--- src/hw/rtl/kslp_pkg.sv ---
// ----------------------------------------------------------------------------
// kslp_pkg
// Shared types and constants of the short/long key press classifier.
// ----------------------------------------------------------------------------
package kslp_pkg;

  // input command codes
  localparam logic [1:0] CMD_TICK    = 2'd0;
  localparam logic [1:0] CMD_PRESS   = 2'd1;
  localparam logic [1:0] CMD_RELEASE = 2'd2;

  // press kinds
  localparam logic KIND_SHORT = 1'b0;
  localparam logic KIND_LONG  = 1'b1;

  localparam logic [15:0] LONG_PRESS_RESET = 16'd1000;
  localparam int          MAX_RESULTS      = 16;

  typedef struct packed {
    logic [1:0] command;
    logic [3:0] key_index;
  } kslp_in_t;

  typedef struct packed {
    logic       press_kind;
    logic [1:0] column;
    logic [1:0] row;
    logic       last_of_run;
  } kslp_out_t;

  typedef enum logic [1:0] {
    OP_TICK,
    OP_PRESS,
    OP_RELEASE
  } kslp_op_t;

  // decoded word passed from front to back
  typedef struct packed {
    kslp_op_t   op;
    logic [3:0] key;
  } kslp_cmd_t;

endpackage

--- src/hw/rtl/key_short_long_press_classifier.sv ---
// ----------------------------------------------------------------------------
// key_short_long_press_classifier
// Classifies key presses on a key matrix as short or long.
// ----------------------------------------------------------------------------
//  channel   handshake          word           notes
//  input     push / full        in_word        tick, press or release
//  result    empty / pop        out_word       one word per detected press
//  config    cfg_write          cfg_data       long-press threshold, ms
//
//  Press: done in the back end's idle state. Release: idle, then a result
//  state. Tick: a scan reading one start time a cycle, unless a full result
//  queue stalls it, from the single port start-time memory, then a flush.
//  Reset clears timer, held flags and both queues; no clearing pass.
//  A full result queue stalls the scan, the flush or a release; the two-word
//  command queue then fills and raises full.
// ----------------------------------------------------------------------------
module key_short_long_press_classifier import kslp_pkg::*; #(
  parameter int NUM_KEYS    = 16,
  parameter int NUM_COLUMNS = 4
) (
  input  logic        clk,
  input  logic        rst,
  input  logic        push,
  output logic        full,
  input  kslp_in_t    in_word,
  output logic        empty,
  input  logic        pop,
  output kslp_out_t   out_word,
  input  logic        cfg_write,
  input  logic [15:0] cfg_data
);

  localparam int OUT_W = $bits(kslp_out_t);

  logic             cmd_valid;
  kslp_cmd_t        cmd_word;
  logic             cmd_take;
  logic             res_push;
  kslp_out_t        res_word;
  logic             res_full;
  logic [OUT_W-1:0] res_data;

  kslp_front #(
    .NUM_KEYS (NUM_KEYS)
  ) u_front (
    .clk       (clk),
    .rst       (rst),
    .push      (push),
    .full      (full),
    .in_word   (in_word),
    .cmd_valid (cmd_valid),
    .cmd_word  (cmd_word),
    .cmd_take  (cmd_take)
  );

  kslp_back #(
    .NUM_KEYS    (NUM_KEYS),
    .NUM_COLUMNS (NUM_COLUMNS)
  ) u_back (
    .clk       (clk),
    .rst       (rst),
    .cfg_write (cfg_write),
    .cfg_data  (cfg_data),
    .cmd_valid (cmd_valid),
    .cmd_word  (cmd_word),
    .cmd_take  (cmd_take),
    .res_push  (res_push),
    .res_word  (res_word),
    .res_full  (res_full)
  );

  kslp_fifo #(
    .WIDTH (OUT_W),
    .DEPTH (4)
  ) u_res_q (
    .clk     (clk),
    .rst     (rst),
    .wr_en   (res_push),
    .wr_data (res_word),
    .full    (res_full),
    .rd_en   (pop),
    .rd_data (res_data),
    .empty   (empty)
  );

  assign out_word = kslp_out_t'(res_data);

endmodule

--- src/hw/rtl/kslp_fifo.sv ---
// ----------------------------------------------------------------------------
// kslp_fifo
// Small synchronous first-word-fall-through queue.
// ----------------------------------------------------------------------------
module kslp_fifo #(
  parameter int WIDTH = 8,
  parameter int DEPTH = 2
) (
  input  logic             clk,
  input  logic             rst,
  input  logic             wr_en,
  input  logic [WIDTH-1:0] wr_data,
  output logic             full,
  input  logic             rd_en,
  output logic [WIDTH-1:0] rd_data,
  output logic             empty
);

  localparam int PTR_W = (DEPTH > 1) ? $clog2(DEPTH) : 1;
  localparam int CNT_W = $clog2(DEPTH + 1);

  logic [WIDTH-1:0] store [DEPTH];
  logic [PTR_W-1:0] wr_ptr;
  logic [PTR_W-1:0] rd_ptr;
  logic [CNT_W-1:0] count;
  logic             do_wr;
  logic             do_rd;

  assign full    = (count == CNT_W'(DEPTH));
  assign empty   = (count == '0);
  assign do_wr   = wr_en && !full;
  assign do_rd   = rd_en && !empty;
  assign rd_data = store[rd_ptr];

  always_ff @(posedge clk) begin
    if (do_wr) begin
      store[wr_ptr] <= wr_data;
    end
  end

  always_ff @(posedge clk) begin
    if (rst) begin
      wr_ptr <= '0;
      rd_ptr <= '0;
      count  <= '0;
    end else begin
      if (do_wr) begin
        wr_ptr <= (wr_ptr == PTR_W'(DEPTH - 1)) ? '0 : wr_ptr + 1'b1;
      end
      if (do_rd) begin
        rd_ptr <= (rd_ptr == PTR_W'(DEPTH - 1)) ? '0 : rd_ptr + 1'b1;
      end
      if (do_wr && !do_rd) begin
        count <= count + 1'b1;
      end else if (do_rd && !do_wr) begin
        count <= count - 1'b1;
      end
    end
  end

endmodule

--- src/hw/rtl/kslp_front.sv ---
// ----------------------------------------------------------------------------
// kslp_front
// Accepts input words, drops those that do nothing and queues the rest.
// ----------------------------------------------------------------------------
module kslp_front import kslp_pkg::*; #(
  parameter int NUM_KEYS = 16
) (
  input  logic      clk,
  input  logic      rst,
  input  logic      push,
  output logic      full,
  input  kslp_in_t  in_word,
  output logic      cmd_valid,
  output kslp_cmd_t cmd_word,
  input  logic      cmd_take
);

  localparam int CMD_W = $bits(kslp_cmd_t);

  kslp_cmd_t        dec;
  logic             keep;
  logic             key_ok;
  logic [CMD_W-1:0] q_data;
  logic             q_empty;

  assign key_ok = (int'(in_word.key_index) < NUM_KEYS);

  always_comb begin
    dec.key = in_word.key_index;
    dec.op  = OP_TICK;
    keep    = 1'b0;
    case (in_word.command)
      CMD_TICK: begin
        keep = 1'b1;
      end
      CMD_PRESS: begin
        dec.op = OP_PRESS;
        keep   = key_ok;
      end
      CMD_RELEASE: begin
        dec.op = OP_RELEASE;
        keep   = key_ok;
      end
      default: begin
        keep = 1'b0;
      end
    endcase
  end

  kslp_fifo #(
    .WIDTH (CMD_W),
    .DEPTH (2)
  ) u_cmd_q (
    .clk     (clk),
    .rst     (rst),
    .wr_en   (push && !full && keep),
    .wr_data (dec),
    .full    (full),
    .rd_en   (cmd_take),
    .rd_data (q_data),
    .empty   (q_empty)
  );

  assign cmd_valid = !q_empty;
  assign cmd_word  = kslp_cmd_t'(q_data);

endmodule

--- src/hw/rtl/kslp_back.sv ---
// ----------------------------------------------------------------------------
// kslp_back
// Carries out queued commands: timer, start-time memory, key scan.
// ----------------------------------------------------------------------------
module kslp_back import kslp_pkg::*; #(
  parameter int NUM_KEYS    = 16,
  parameter int NUM_COLUMNS = 4
) (
  input  logic        clk,
  input  logic        rst,
  input  logic        cfg_write,
  input  logic [15:0] cfg_data,
  input  logic        cmd_valid,
  input  kslp_cmd_t   cmd_word,
  output logic        cmd_take,
  output logic        res_push,
  output kslp_out_t   res_word,
  input  logic        res_full
);

  localparam int IDX_W = $clog2(NUM_KEYS);
  localparam int SCN_W = IDX_W + 1;
  localparam int HIT_W = $clog2(MAX_RESULTS + 1);

  typedef enum logic [1:0] {
    ST_IDLE,
    ST_REL,
    ST_SCAN,
    ST_FLUSH
  } state_t;

  state_t               state;
  logic [31:0]          time_now;
  logic [15:0]          long_press_ms;
  logic [NUM_KEYS-1:0]  held;
  logic [NUM_KEYS-1:0]  written;
  logic [31:0]          start_mem [NUM_KEYS];
  logic [31:0]          rd_data;
  logic [IDX_W-1:0]     rd_idx;
  logic                 rd_valid;
  logic [SCN_W-1:0]     scan_cnt;
  logic [HIT_W-1:0]     hit_cnt;
  logic                 pend_valid;
  logic [IDX_W-1:0]     pend_idx;

  logic [1:0]           row_tbl [NUM_KEYS];
  logic [1:0]           col_tbl [NUM_KEYS];

  logic [IDX_W-1:0]     cmd_idx;
  logic [IDX_W-1:0]     rd_addr;
  logic                 rd_en;
  logic                 wr_en;
  logic [31:0]          start_time;
  logic [31:0]          elapsed;
  logic                 is_long;
  logic                 is_short;
  logic                 issue_more;
  logic                 hit;
  logic                 advance;
  logic                 res_want;
  logic [IDX_W-1:0]     res_idx;

  for (genvar g = 0; g < NUM_KEYS; g++) begin : g_tbl
    assign row_tbl[g] = 2'((g / NUM_COLUMNS) % 4);
    assign col_tbl[g] = 2'((g % NUM_COLUMNS) % 4);
  end

  assign cmd_idx    = IDX_W'(cmd_word.key);
  // a start time never written reads as zero
  assign start_time = written[rd_idx] ? rd_data : 32'd0;
  assign elapsed    = time_now - start_time;
  assign is_long    = (elapsed >= {16'd0, long_press_ms});
  assign is_short   = (elapsed < {17'd0, long_press_ms[15:1]});

  assign issue_more = (scan_cnt < SCN_W'(NUM_KEYS)) && (hit_cnt < HIT_W'(MAX_RESULTS));
  assign hit        = (state == ST_SCAN) && rd_valid && held[rd_idx] && is_long
                      && (hit_cnt < HIT_W'(MAX_RESULTS));
  // a new hit pushes out the one held back, whose last flag is now known
  assign advance    = !(hit && pend_valid && res_full);

  always_comb begin
    res_want = 1'b0;
    res_idx  = pend_idx;
    res_word = '0;
    case (state)
      ST_REL: begin
        res_want             = is_short;
        res_idx              = rd_idx;
        res_word.press_kind  = KIND_SHORT;
        res_word.last_of_run = 1'b1;
      end
      ST_SCAN: begin
        res_want             = hit && pend_valid;
        res_word.press_kind  = KIND_LONG;
        res_word.last_of_run = 1'b0;
      end
      ST_FLUSH: begin
        res_want             = pend_valid;
        res_word.press_kind  = KIND_LONG;
        res_word.last_of_run = 1'b1;
      end
      default: begin
        res_want = 1'b0;
      end
    endcase
    res_word.column = col_tbl[res_idx];
    res_word.row    = row_tbl[res_idx];
  end

  assign res_push = res_want && !res_full;
  assign cmd_take = (state == ST_IDLE) && cmd_valid;

  assign wr_en   = cmd_take && (cmd_word.op == OP_PRESS);
  assign rd_en   = (cmd_take && (cmd_word.op == OP_RELEASE))
                   || ((state == ST_SCAN) && advance && issue_more);
  assign rd_addr = (state == ST_IDLE) ? cmd_idx : scan_cnt[IDX_W-1:0];

  always_ff @(posedge clk) begin
    if (wr_en) begin
      start_mem[cmd_idx] <= time_now;
    end
    if (rd_en) begin
      rd_data <= start_mem[rd_addr];
    end
  end

  always_ff @(posedge clk) begin
    if (rst) begin
      state         <= ST_IDLE;
      time_now      <= '0;
      long_press_ms <= LONG_PRESS_RESET;
      held          <= '0;
      written       <= '0;
      rd_idx        <= '0;
      rd_valid      <= 1'b0;
      scan_cnt      <= '0;
      hit_cnt       <= '0;
      pend_valid    <= 1'b0;
      pend_idx      <= '0;
    end else begin
      if (cfg_write) begin
        long_press_ms <= cfg_data;
      end
      case (state)
        ST_IDLE: begin
          if (cmd_valid) begin
            case (cmd_word.op)
              OP_TICK: begin
                time_now   <= time_now + 32'd1;
                scan_cnt   <= '0;
                hit_cnt    <= '0;
                pend_valid <= 1'b0;
                rd_valid   <= 1'b0;
                state      <= ST_SCAN;
              end
              OP_PRESS: begin
                held[cmd_idx]    <= 1'b1;
                written[cmd_idx] <= 1'b1;
              end
              OP_RELEASE: begin
                held[cmd_idx] <= 1'b0;
                rd_idx        <= cmd_idx;
                state         <= ST_REL;
              end
              default: begin
                state <= ST_IDLE;
              end
            endcase
          end
        end
        ST_REL: begin
          if (!is_short || !res_full) begin
            state <= ST_IDLE;
          end
        end
        ST_SCAN: begin
          if (advance) begin
            if (hit) begin
              held[rd_idx] <= 1'b0;
              pend_valid   <= 1'b1;
              pend_idx     <= rd_idx;
              hit_cnt      <= hit_cnt + 1'b1;
            end
            if (issue_more) begin
              rd_idx   <= scan_cnt[IDX_W-1:0];
              rd_valid <= 1'b1;
              scan_cnt <= scan_cnt + 1'b1;
            end else begin
              rd_valid <= 1'b0;
              if (!rd_valid) begin
                state <= ST_FLUSH;
              end
            end
          end
        end
        ST_FLUSH: begin
          if (!pend_valid || !res_full) begin
            pend_valid <= 1'b0;
            state      <= ST_IDLE;
          end
        end
        default: begin
          state <= ST_IDLE;
        end
      endcase
    end
  end

endmodule

--- config.mk ---
export PLATFORM = sky130hd
export DESIGN_NAME = key_short_long_press_classifier
export DESIGN_NICKNAME = d
export VERILOG_FILES = /design/src/hw/rtl/kslp_pkg.sv /design/src/hw/rtl/key_short_long_press_classifier.sv /design/src/hw/rtl/kslp_fifo.sv /design/src/hw/rtl/kslp_front.sv /design/src/hw/rtl/kslp_back.sv
export SDC_FILE = /design/constraint.sdc
export NUM_CORES = 1
export LEC_CHECK = 0
export BUFFER_PORTS_ARGS = -buffer_cell sky130_fd_sc_hd__buf_2
export CAP_MARGIN = 15
export CORE_AREA = 2 2 190 333
export CTS_CLUSTER_DIAMETER = 80
export DETAILED_ROUTE_END_ITERATION = 16
export DIE_AREA = 0 0 192 335
export GPL_ROUTABILITY_DRIVEN = 1
export GPL_TIMING_DRIVEN = 0
export PLACE_DENSITY = 0.65
export RECOVER_POWER = 25
export SLEW_MARGIN = 40
export SYNTH_ARGS = -nofsm -noshare
export SYNTH_HDL_FRONTEND = slang
export SYNTH_HIERARCHICAL = 1
export SYNTH_SLANG_ARGS = --single-unit
--- constraint.sdc ---
create_clock -name clk -period 6.8 [get_ports clk]
set_input_delay 0.34 -clock clk [delete_from_list [all_inputs] [get_ports clk]]
set_output_delay 0.34 -clock clk [all_outputs]
set_load 0.02 [all_outputs]
==> results.sh, run 1 <==
export IMPL_status="completed"
export IMPL_wl_per_cell_um=25.6
export IMPL_cp_end_kind="flip-flop"
export IMPL_arrival_ps=7150
export IMPL_io_buffers=33
export IMPL_r2r_slack_ps=200
export IMPL_min_path_type="input pin to flip-flop"
export IMPL_hold_viol=0
export IMPL_r2r_start="u_back/rd_idx[1]"
export IMPL_syn2layout_area_growth_pct=13.8
export IMPL_initial_core_util_pct=49.5
export IMPL_grt_pass1_vias=19200
export IMPL_clockBufferDepth=3
export IMPL_multi_input_area_um2=10400
export IMPL_num_vias=18700
export IMPL_seq_area_um2=19700
export IMPL_dr_pass1_iters=5
export IMPL_peakVddDrop_mv=0.269
export IMPL_drv_slew=0
export IMPL_clk_latency_ps=640
export IMPL_routed_via_density=6.04
export IMPL_clock_sinks=696
export IMPL_synth_adder_area_share_pct=3.12
export IMPL_grt_pass1_wl_mm=118
export IMPL_cp_max_fo=11
export IMPL_cp_common_cell="ha_1"
export IMPL_cts_root_buf="clkbuf_16"
export IMPL_crit_path_start="u_back/rd_idx[1]"
export IMPL_synth_xor_area_share_pct=1.43
export IMPL_drt_iter0_drc=1460
export IMPL_clk_pin_slew_ps=70
export IMPL_drc=0
export IMPL_cp_endpoint="u_res_q/count[2]"
export IMPL_track_usage_pct=24.9
export IMPL_ios=35
export IMPL_die_area_um2=64300
export IMPL_gr_total_overflow=0
export IMPL_syn_cell_area_um2=30600
export IMPL_avgSynthCellArea_um2=14.8
export IMPL_finalSetupViolations=0
export IMPL_final_cell_area_um2=34800
export IMPL_hold_path_depth=2
export IMPL_p_per_area_nw_per_um2=352
export IMPL_die_w_um=192
export IMPL_cp_slowest_stage_delay_ps=560
export IMPL_synth_edf_count=580
export IMPL_cts_max_level=2
export IMPL_synth_cell_type_count=83
export IMPL_p_total_mw=12.3
export IMPL_core_area_um2=61800
export IMPL_cts_made_buffers=58
export IMPL_antenna_found_initial=0
export IMPL_cp_data_required_time_ps=7350
export IMPL_start_kind="flip-flop"
export IMPL_synth_seq_cells=696
export IMPL_fin_crit_sh_pct=97.1
export IMPL_synthCells=2066
export IMPL_syn_nets=2168
export IMPL_grt_max_degree=33
export IMPL_fin_skew_ps=37.3
export IMPL_yosys_area_share_simple_pct=8.19
export IMPL_wl_mm=79.4
export IMPL_synthFlopType="edfxtp_1"
export IMPL_cap_violations=0
export IMPL_finalNetCount=2356
export IMPL_yosysSeqAreaShare_pct=64.5
export IMPL_drive_above_1_share_pct=20.5
export IMPL_r2r_cells=32
export IMPL_layout_common_cells="edfxtp_1 (580), nand2_1 (203), mux4_2 (144)"
export IMPL_dp_hpwl_mm=57.1
export IMPL_postRouteAntennaNets=0
export IMPL_tightestPinTransition_ps=890
export IMPL_synth_async_sr_flop_share_pct=0
export IMPL_final_common_cell="edfxtp_1"
export IMPL_synth_top_family_by_area="multiplexers"
export IMPL_static_leakage_power_nw=12.1
export IMPL_dpl_cell_area_um2=32400
export IMPL_ys_warn_count=6
export IMPL_worst_r2r_endpoint="u_res_q/count[2]"
export IMPL_tritoncts="built"
export IMPL_synth_compound_area_share_pct=8.55
export IMPL_slew_headroom_pct=40.6
export IMPL_synth_area_mux_share_pct=12.1
export IMPL_fill_cells=4883
export IMPL_n_antenna_cell=0
export IMPL_gp_congestion=0.909
export IMPL_layout_min_cycle_time_ps=6600
export IMPL_die_y_um=335
export IMPL_timing_hold_ws_ps=71.8
export IMPL_num_rows=121
export IMPL_crit_slowest_cell="mux4_2"
export IMPL_worstSetupPathType="flip-flop to flip-flop"
export IMPL_clock_fmax_ghz=0.151
==> through the flow <==
step | util [%] | setup TNS (ps) | setup WS, ps | cells
3_3_place_gp | 51.4 | -232470 | -1080 | 2898
2_1_floorplan | - | 0 | 695 | 2066
4_1_cts | 56.2 | 0 | 28.8 | 3096
6_report | 56.4 | 0 | 198 | 3101
3_5_place_dp | 52.4 | -11260 | -944 | 2965
5_1_grt | 56.4 | -54.6 | -54.6 | 3101
==> worst min path at each step <==
stage | to | start
6_report | u_front/u_cmd_q/store[0][5] | in_word[4]
5_1_grt | u_front/u_cmd_q/store[1][5] | in_word[4]
4_1_cts | u_front/u_cmd_q/store[0][5] | in_word[4]
3_5_place_dp | u_back/written[8] | u_back/written[8]
3_3_place_gp | u_back/written[13] | u_back/written[13]
2_1_floorplan | u_front/u_cmd_q/count[1] | rst
==> worst max-delay path: cells and delay by family (launching register included) <==
kind | cells | cell delay [ps]
multiplexers | 3 | 890
flip-flops | 1 | 360
AND/OR/NAND/NOR | 7 | 1290
AO/OA/AOI/OAI | 10 | 1580
adder cells (fa/ha/maj) | 5 | 1410
XOR/XNOR | 2 | 360
buffers and inverters | 5 | 620
==> sequential cells by signal, indices dropped and copies added (netlist names), named ones only <==
| name | count |
|---|---|
| u_back/hit_cnt | 5 |
| u_back/long_press_ms | 16 |
| u_back/pend_idx | 4 |
| u_back/pend_valid | 1 |
| u_back/rd_data | 32 |
| u_back/rd_idx | 4 |
| u_back/rd_valid | 1 |
| u_back/scan_cnt | 5 |
| u_back/start_mem | 512 |
| u_back/state | 2 |
| u_back/time_now | 32 |
| u_back/written | 16 |
| u_front/u_cmd_q/count | 2 |
| u_front/u_cmd_q/rd_ptr | 1 |
| u_front/u_cmd_q/store | 12 |
| u_front/u_cmd_q/wr_ptr | 1 |
| u_res_q/count | 3 |
| u_res_q/rd_ptr | 2 |
| u_res_q/store | 24 |
| u_res_q/wr_ptr | 2 |
==> synthesized netlist by cell type, types with 3 or more instances <==
| library cell | number | share of area, % |
|---|---|---|
| a211oi_1 | 64 | 1.6 |
| a211oi_2 | 22 | 0.90 |
| a21o_1 | 13 | 0.32 |
| a21oi_1 | 88 | 1.4 |
| a21oi_2 | 5 | 0.14 |
| a31oi_1 | 45 | 0.92 |
| a32o_1 | 3 | 0.098 |
| a41oi_1 | 3 | 0.086 |
| and2_0 | 3 | 0.061 |
| and2_1 | 49 | 1.0 |
| and3_1 | 5 | 0.10 |
| and4_1 | 5 | 0.14 |
| and4b_1 | 3 | 0.098 |
| buf_1 | 15 | 0.18 |
| buf_2 | 24 | 0.39 |
| buf_4 | 3 | 0.074 |
| buf_6 | 3 | 0.11 |
| clkbuf_1 | 74 | 0.91 |
| dfxtp_1 | 116 | 7.6 |
| edfxtp_1 | 580 | 57 |
| ha_1 | 73 | 3.0 |
| inv_1 | 36 | 0.44 |
| mux2_2 | 12 | 0.44 |
| mux2i_1 | 30 | 0.98 |
| mux4_2 | 144 | 11 |
| nand2_1 | 203 | 2.5 |
| nand2b_1 | 15 | 0.31 |
| nand3_1 | 30 | 0.49 |
| nand4_1 | 22 | 0.45 |
| nand4b_1 | 3 | 0.086 |
| nor2_1 | 117 | 1.4 |
| nor2b_1 | 14 | 0.29 |
| nor3_1 | 30 | 0.49 |
| nor4_1 | 8 | 0.16 |
| o2111ai_1 | 3 | 0.086 |
| o211ai_1 | 16 | 0.39 |
| o21a_1 | 24 | 0.59 |
| o21ai_0 | 41 | 0.67 |
| o21ai_1 | 4 | 0.065 |
| o31ai_1 | 3 | 0.074 |
| or2_2 | 3 | 0.061 |
| or3_1 | 14 | 0.29 |
| xnor2_1 | 19 | 0.54 |
| xor2_1 | 31 | 0.89 |
==> cell families (layout without fill, tap and decap cells) <==
family          Yosys count  count (layout)
compound gates          370             370
xor+xnor                 50              50
fa+ha+maj                75              75
buf+inv                 156             392
flops                   696             696
mux                     187             187
simple gates            532             532
==> per-layer routing <==
layer / share of wire [%] / up-vias / track usage, % / wire [um]
met2: 54 / 573 / 46.6 / 43100
met1: 36 / 9573 / 27.2 / 28400
met3: 3.9 / 176 / 2.54 / 3070
li1: - / 8422 / - / -
met5: 0 / - / 0 / 0
met4: 6.2 / 0 / 13.7 / 4940
==> what timing repair did <==
action                     4_1_cts  5_1_grt
hold buffers                    20        0
resized for setup               19       19
setup endpoints to repair       61        3
setup buffers                    3        7
hold endpoints to repair        24        0
pin swaps                        3       11
==> layout make-up <==
| class | count | area share, % |
|---|---|---|
| Timing Repair Buffer | 130 | 2.76 |
| Tap cell | 799 | 2.87 |
| Sequential cell | 696 | 56.7 |
| Multi-Input combinational cell | 1214 | 29.9 |
| Inverter | 37 | 0.406 |
| Clock buffer | 69 | 4.29 |
| Clock inverter | 39 | 1.56 |
| Buffer | 117 | 1.55 |
==> where the power goes <==
| group | internal [mW] | switching [mW] | leakage, nW |
|---|---|---|---|
| clock | 2.03 | 1.53 | 0.986 |
| combinational | 1.47 | 2.22 | 4.81 |
| sequential | 4.88 | 0.126 | 6.31 |
| total | 8.38 | 3.87 | 12.1 |
(Power assumes the default switching activity.)
==> run 2, diff against run 1 <==
--- a/config.mk
+++ b/config.mk
@@ -13,7 +13,7 @@
 export DIE_AREA = 0 0 192 335
 export GPL_ROUTABILITY_DRIVEN = 1
 export GPL_TIMING_DRIVEN = 0
-export PLACE_DENSITY = 0.65
+export PLACE_DENSITY = 0.67
 export RECOVER_POWER = 25
 export SLEW_MARGIN = 40
 export SYNTH_ARGS = -nofsm -noshare
==> constraint.sdc (replaced) <==
create_clock -name clk -period 8.6 [get_ports clk]
set_input_delay 0.43 -clock clk [delete_from_list [all_inputs] [get_ports clk]]
set_output_delay 0.43 -clock clk [all_outputs]
set_load 0.02 [all_outputs]
==> results.sh, run 2 (synthesis results as in run 1) <==
export IMPL_status="completed"
export IMPL_cp_end_kind="flip-flop"
export IMPL_arrival_ps=8070
export IMPL_grt_max_degree=30
export IMPL_cap_violations=0
export IMPL_cts_root_buf="clkbuf_16"
export IMPL_clock_fmax_ghz=0.133
export IMPL_drt_met1_wl_mm=28.1
export IMPL_cp_max_fo=10
export IMPL_clk_latency_ps=620
export IMPL_clk_pin_slew_ps=70
export IMPL_min_path_type="input pin to flip-flop"
export IMPL_fin_tns_setup_ps=0
export IMPL_largest_reg_flops=512
export IMPL_clockPowerShare_pct=27.5
export IMPL_cts_max_level=2
export IMPL_slew_headroom_pct=40.0
export IMPL_switching_power_mw=2.97
export IMPL_wl_met3_mm=3.65
export IMPL_static_leakage_power_nw=11.8
export IMPL_track_usage_pct=24.7
export IMPL_cp_slowest_stage_delay_ps=640
export IMPL_rsz0062_at_grt="no"
export IMPL_ctsResizeCount=0
export IMPL_num_rows=121
export IMPL_syn2layout_area_growth_pct=12.0
export IMPL_dpl_cell_area_um2=32400
export IMPL_peakVddDrop_mv=0.174
export IMPL_layout_common_cells="edfxtp_1 (580), nand2_1 (203), mux4_2 (144)"
export IMPL_final_cell_area_um2=34300
export IMPL_top_layer="met4"
export IMPL_drt_iter0_drc=1675
export IMPL_gp_congestion=0.921
export IMPL_p_sw_share_pct=31.7
export IMPL_regMostFlops="u_back/start_mem"
export IMPL_crit_slowest_cell="clkbuf_1"
export IMPL_wl_per_cell_um=25.4
export IMPL_dr_wl_met2_mm=42.1
export IMPL_io_buffers=33
export IMPL_final_common_cell="edfxtp_1"
export IMPL_intPower_mw=6.39
export IMPL_finalNetCount=2326
export IMPL_cp_data_required_time_ps=9130
export IMPL_drv_slew=0
export IMPL_clockBufferDepth=3
export IMPL_cts_setup_buffers=0
export IMPL_grt_pass1_vias=19200
export IMPL_layout_min_cycle_time_ps=7540
export IMPL_fill_cells=4897
export IMPL_fin_crit_sh_pct=87.7
export IMPL_worstSetupPathType="flip-flop to flip-flop"
export IMPL_drc=0
export IMPL_finalSetupViolations=0
export IMPL_drive_above_1_share_pct=19.3
export IMPL_wl_mm=78.2
export IMPL_p_per_area_nw_per_um2=273
export IMPL_postRouteAntennaNets=0
export IMPL_cp_common_cell="ha_1"
export IMPL_dp_hpwl_mm=56.7
export IMPL_num_vias=18700
export IMPL_cts_hold_fix_buffers=2
export IMPL_core_area_um2=61800
export IMPL_antenna_found_initial=3
export IMPL_start_kind="flip-flop"
export IMPL_hold_viol=0
export IMPL_die_y_um=335
export IMPL_fin_skew_ps=20.9
export IMPL_dr_pass1_iters=5
export IMPL_initial_core_util_pct=49.5
export IMPL_cts_made_buffers=56
export IMPL_top_regs="u_back/start_mem x512, u_back/rd_data x32, u_back/time_now x32"
export IMPL_die_area_um2=64300
export IMPL_gr_total_overflow=0
export IMPL_combPwrFrac_pct=30.2
export IMPL_die_w_um=192
export IMPL_routed_via_density=6.08
export IMPL_tritoncts="built"
export IMPL_seq_power_share_pct=42.3
export IMPL_clock_sinks=696
export IMPL_tightestPinTransition_ps=900
export IMPL_ios=35
export IMPL_grt_pass1_wl_mm=118
run 2: changes by cell type in the layout (fill, tap and decap cells not counted), sizes merged:
cell         before  now
buf             151  137
bufinv           12    5
clkbuf          145  160
clkinv           24   15
clkinvlp          2    3
diode             0    3
dlygate4sd3      20    2
run 2: per-stage QoR:
step	std cells	util [%]	total power, mW	setup slack [ps]	hold slack, ps
2_1_floorplan	2066	-	5.94	2490	435
3_3_place_gp	2898	51.4	6.77	557	442
3_5_place_dp	2963	52.5	6.86	1140	450
4_1_cts	3069	55.5	9.42	1080	1.21
5_1_grt	3072	55.5	9.72	507	23.9
6_report	3072	55.5	9.36	1060	38.7
run 2: path summary, 6_finish.rpt:
kind                                         start                      end  slack, ps  cells past startpoint
worst max-delay path              u_back/rd_idx[1]         u_res_q/count[2]       1060                     30
worst max register to register    u_back/rd_idx[1]         u_res_q/count[2]       1060                     30
worst min register to register  u_back/written[10]       u_back/written[10]        460                      1
worst min-delay path                   cfg_data[7]  u_back/long_press_ms[7]         40                      3
run 2: worst max-delay path: cells and delay by family, from the launching register on:
kind / cells / cell delay [ps]
fa+ha+maj: 4 / 1110
xor+xnor: 2 / 360
flops: 1 / 300
simple gates: 7 / 1180
compound gates: 9 / 2250
mux: 3 / 970
buf+inv: 5 / 1280
run 2: power by group through the flow:
stage | Sequential [mW] | Clock [mW] | Combinational, mW
after detailed placement | 4.03 | 0 | 2.83
after floorplan | 3.98 | 0 | 1.95
after global placement | 4.04 | 0 | 2.73
final | 3.96 | 2.57 | 2.82
after CTS | 3.96 | 2.62 | 2.84
after global routing | 3.97 | 2.73 | 3.02
run 2: layout make-up:
class | instances | area, um2 | share of cell area, %
Timing Repair Buffer | 100 | 731 | 2.13
Inverter | 37 | 139 | 0.405
Buffer | 119 | 520 | 1.52
Antenna cell | 3 | 7.51 | 0.0219
Multi-Input combinational cell | 1214 | 10300 | 30.1
Clock inverter | 24 | 279 | 0.814
Tap cell | 799 | 1000 | 2.92
Sequential cell | 696 | 19700 | 57.6
Clock buffer | 80 | 1540 | 4.50
run 2: metal layers:
layer	global-route usage [%]	vias up
met3	2.49	161
met4	13.1	0
met5	0	-
li1	-	8351
met2	45.1	638
met1	28.4	9531
==> run 3, diff against run 2 <==
--- a/config.mk
+++ b/config.mk
@@ -5,12 +5,13 @@
 export SDC_FILE = /design/constraint.sdc
 export NUM_CORES = 1
 export LEC_CHECK = 0
+export ABC_AREA = 1
 export BUFFER_PORTS_ARGS = -buffer_cell sky130_fd_sc_hd__buf_2
 export CAP_MARGIN = 15
-export CORE_AREA = 2 2 190 333
+export CORE_AREA = 2 2 193 337
 export CTS_CLUSTER_DIAMETER = 80
 export DETAILED_ROUTE_END_ITERATION = 16
-export DIE_AREA = 0 0 192 335
+export DIE_AREA = 0 0 195 339
 export GPL_ROUTABILITY_DRIVEN = 1
 export GPL_TIMING_DRIVEN = 0
 export PLACE_DENSITY = 0.67
==> results.sh, run 3 <==
export IMPL_ctsResizeCount=0
export IMPL_fin_skew_ps=28.7
export IMPL_combPwrFrac_pct=37.4
export IMPL_gr_total_overflow=0
export IMPL_clk_pin_slew_ps=70
export IMPL_drc=0
export IMPL_synth_edf_count=580
export IMPL_slew_headroom_pct=18.3
export IMPL_timing_hold_ws_ps=87.8
export IMPL_synth_async_sr_flop_share_pct=0
export IMPL_cts_root_buf="clkbuf_16"
export IMPL_dr_pass1_iters=8
export IMPL_n_antenna_cell=0
export IMPL_drt_iter0_drc=2419
export IMPL_syn2layout_area_growth_pct=13.2
export IMPL_layout_min_cycle_time_ps=6480
export IMPL_switching_power_mw=4.46
export IMPL_grt_max_degree=33
export IMPL_final_cell_area_um2=35500
export IMPL_synthFlopType="edfxtp_1"
export IMPL_top_regs="u_back/start_mem x512, u_back/rd_data x32, u_back/time_now x32"
export IMPL_cts_made_buffers=59
export IMPL_cap_violations=0
export IMPL_synthCells=3050
export IMPL_cp_common_cell="nand2_1"
export IMPL_synth_seq_cells=696
export IMPL_antenna_found_initial=0
export IMPL_cp_end_kind="flip-flop"
export IMPL_hold_viol=0
export IMPL_cp_slowest_stage_delay_ps=470
export IMPL_cpLargestDelayFamily="simple AND/OR/NAND/NOR gates"
export IMPL_drive_above_1_share_pct=10.2
export IMPL_grt_pass1_vias=24600
export IMPL_postRouteAntennaNets=0
export IMPL_status="completed"
export IMPL_cts_hold_fix_buffers=12
export IMPL_arrival_ps=7030
export IMPL_num_vias=24600
export IMPL_io_buffers=34
export IMPL_synth_top_area_share_pct=55.5
export IMPL_clockPowerShare_pct=25.9
export IMPL_core_area_um2=63200
export IMPL_dpl_cell_area_um2=33400
export IMPL_ios=35
export IMPL_routed_via_density=5.97
export IMPL_fin_crit_sh_pct=75.4
export IMPL_syn_cell_area_um2=31400
export IMPL_track_usage_pct=30.1
export IMPL_fin_ws_ps=2120
export IMPL_die_y_um=339
export IMPL_p_per_area_nw_per_um2=309
export IMPL_wl_mm=100
export IMPL_die_w_um=195
export IMPL_yosysSeqAreaShare_pct=62.9
export IMPL_start_kind="flip-flop"
export IMPL_wl_per_cell_um=24.3
export IMPL_gp_congestion=0.971
export IMPL_layout_cells_non_filler=4121
export IMPL_ys_warn_count=6
export IMPL_p_sw_share_pct=40.6
export IMPL_avgSynthCellArea_um2=10.3
export IMPL_layout_common_cells="edfxtp_1 (580), nor2_1 (516), nand2_1 (482)"
export IMPL_largest_reg_flops=512
export IMPL_rsz0062_at_grt="no"
export IMPL_worstSetupPathType="flip-flop to flip-flop"
export IMPL_clock_fmax_ghz=0.154
export IMPL_clock_sinks=696
export IMPL_min_path_type="input pin to flip-flop"
export IMPL_intPower_mw=6.52
export IMPL_tritoncts="built"
export IMPL_synth_cell_type_count=51
export IMPL_final_common_cell="edfxtp_1"
export IMPL_place_inst=4001
export IMPL_cp_data_required_time_ps=9150
export IMPL_regMostFlops="u_back/start_mem"
export IMPL_die_area_um2=66100
export IMPL_yosys_top_cells_count="edfxtp_1 (580), nor2_1 (516), nand2_1 (482)"
export IMPL_dp_hpwl_mm=75.8
export IMPL_grt_pass1_wl_mm=147
export IMPL_peakVddDrop_mv=0.204
export IMPL_p_total_mw=11.0
export IMPL_yosysMostFrequentCell="edfxtp_1"
export IMPL_clk_latency_ps=660
export IMPL_clockBufferDepth=3
export IMPL_syn_nets=3152
export IMPL_finalNetCount=3370
export IMPL_fin_tns_setup_ps=0
export IMPL_finalSetupViolations=0
export IMPL_drv_slew=0
export IMPL_cts_setup_buffers=0
export IMPL_synth_area_top_cells="edfxtp_1 (55%), dfxtp_1 (7.4%), nor2_1 (6.2%), nand2_1 (5.8%), o21ai_0 (5.1%)"
export IMPL_pre_cts_ws_ps=2150
export IMPL_yosys_area_top_type="edfxtp_1"
export IMPL_path_buf_inv=8
export IMPL_crit_slowest_cell="clkbuf_1"
export IMPL_tightestPinTransition_ps=1220
export IMPL_cts_max_level=2
export IMPL_static_leakage_power_nw=12.5
export IMPL_seq_power_share_pct=36.7
export IMPL_cp_max_fo=10
export IMPL_fill_cells=5353
export IMPL_final_util_pct=56.2
export IMPL_initial_core_util_pct=49.7
export IMPL_num_rows=122
run 3: cell types whose count changed after synthesis, moves of 46 or more:
cell / delta
nor2_1: +399
and2_1: -46
inv_1: +217
mux4_2: -144
clkbuf_1: +48
nand2_1: +279
a211oi_1: -56
o21ai_0: +280
nand3_1: +53
o221ai_1: +91
run 3: power by group through the flow:
stage	Clock (mW)	Combinational [mW]	Sequential, mW
2_1_floorplan	0	2.39	4.07
3_3_place_gp	0	3.87	4.10
3_5_place_dp	0	3.99	4.10
4_1_cts	2.87	4.02	4.03
5_1_grt	2.97	4.38	4.05
6_report	2.84	4.11	4.03
run 3: area by class of cell:
| type | count | area, um2 | area share, % |
|---|---|---|---|
| Buffer | 139 | 577 | 1.62 |
| Clock buffer | 71 | 1620 | 4.55 |
| Clock inverter | 37 | 435 | 1.23 |
| Inverter | 266 | 998 | 2.81 |
| Multi-Input combinational cell | 1949 | 10200 | 28.6 |
| Sequential cell | 696 | 19700 | 55.5 |
| Tap cell | 806 | 1010 | 2.84 |
| Timing Repair Buffer | 157 | 996 | 2.80 |
run 3: per-layer routing:
metal | track usage, % | up-vias | share of wire, %
met1 | 31.9 | 11800 | 33
met5 | 0 | - | 0
met3 | 3.77 | 375 | 7.5
met2 | 55.0 | 1297 | 52
li1 | - | 11100 | -
met4 | 20.9 | 0 | 7.8
run 3: worst min-delay path, delay by kind of cell:
family	cells	cell delay (ps)
buf+inv	1	80
compound gates	2	180
run 3: path summary, 6_finish.rpt:
| path | start | to | slack [ps] | cells past startpoint |
|---|---|---|---|---|
| hold reg to reg | u_back/rd_valid | u_back/rd_valid | 470 | 2 |
| setup reg to reg | u_back/rd_idx[3] | u_res_q/count[1] | 2120 | 37 |
| hold / removal | cfg_data[4] | u_back/long_press_ms[4] | 90 | 3 |
| setup / recovery | u_back/rd_idx[3] | u_res_q/count[1] | 2120 | 37 |
run 3: logic make-up after synthesis:
group	after synthesis	synth area share (%)
and+or+nand+nor	1205	16.0
DFF	696	62.9
AOI/OAI and AO/OA	644	12.3
buffers and inverters	405	5.00
adders and majority gates	75	3.04
xor gates and xnor gates	19	0.530
muxes	6	0.215
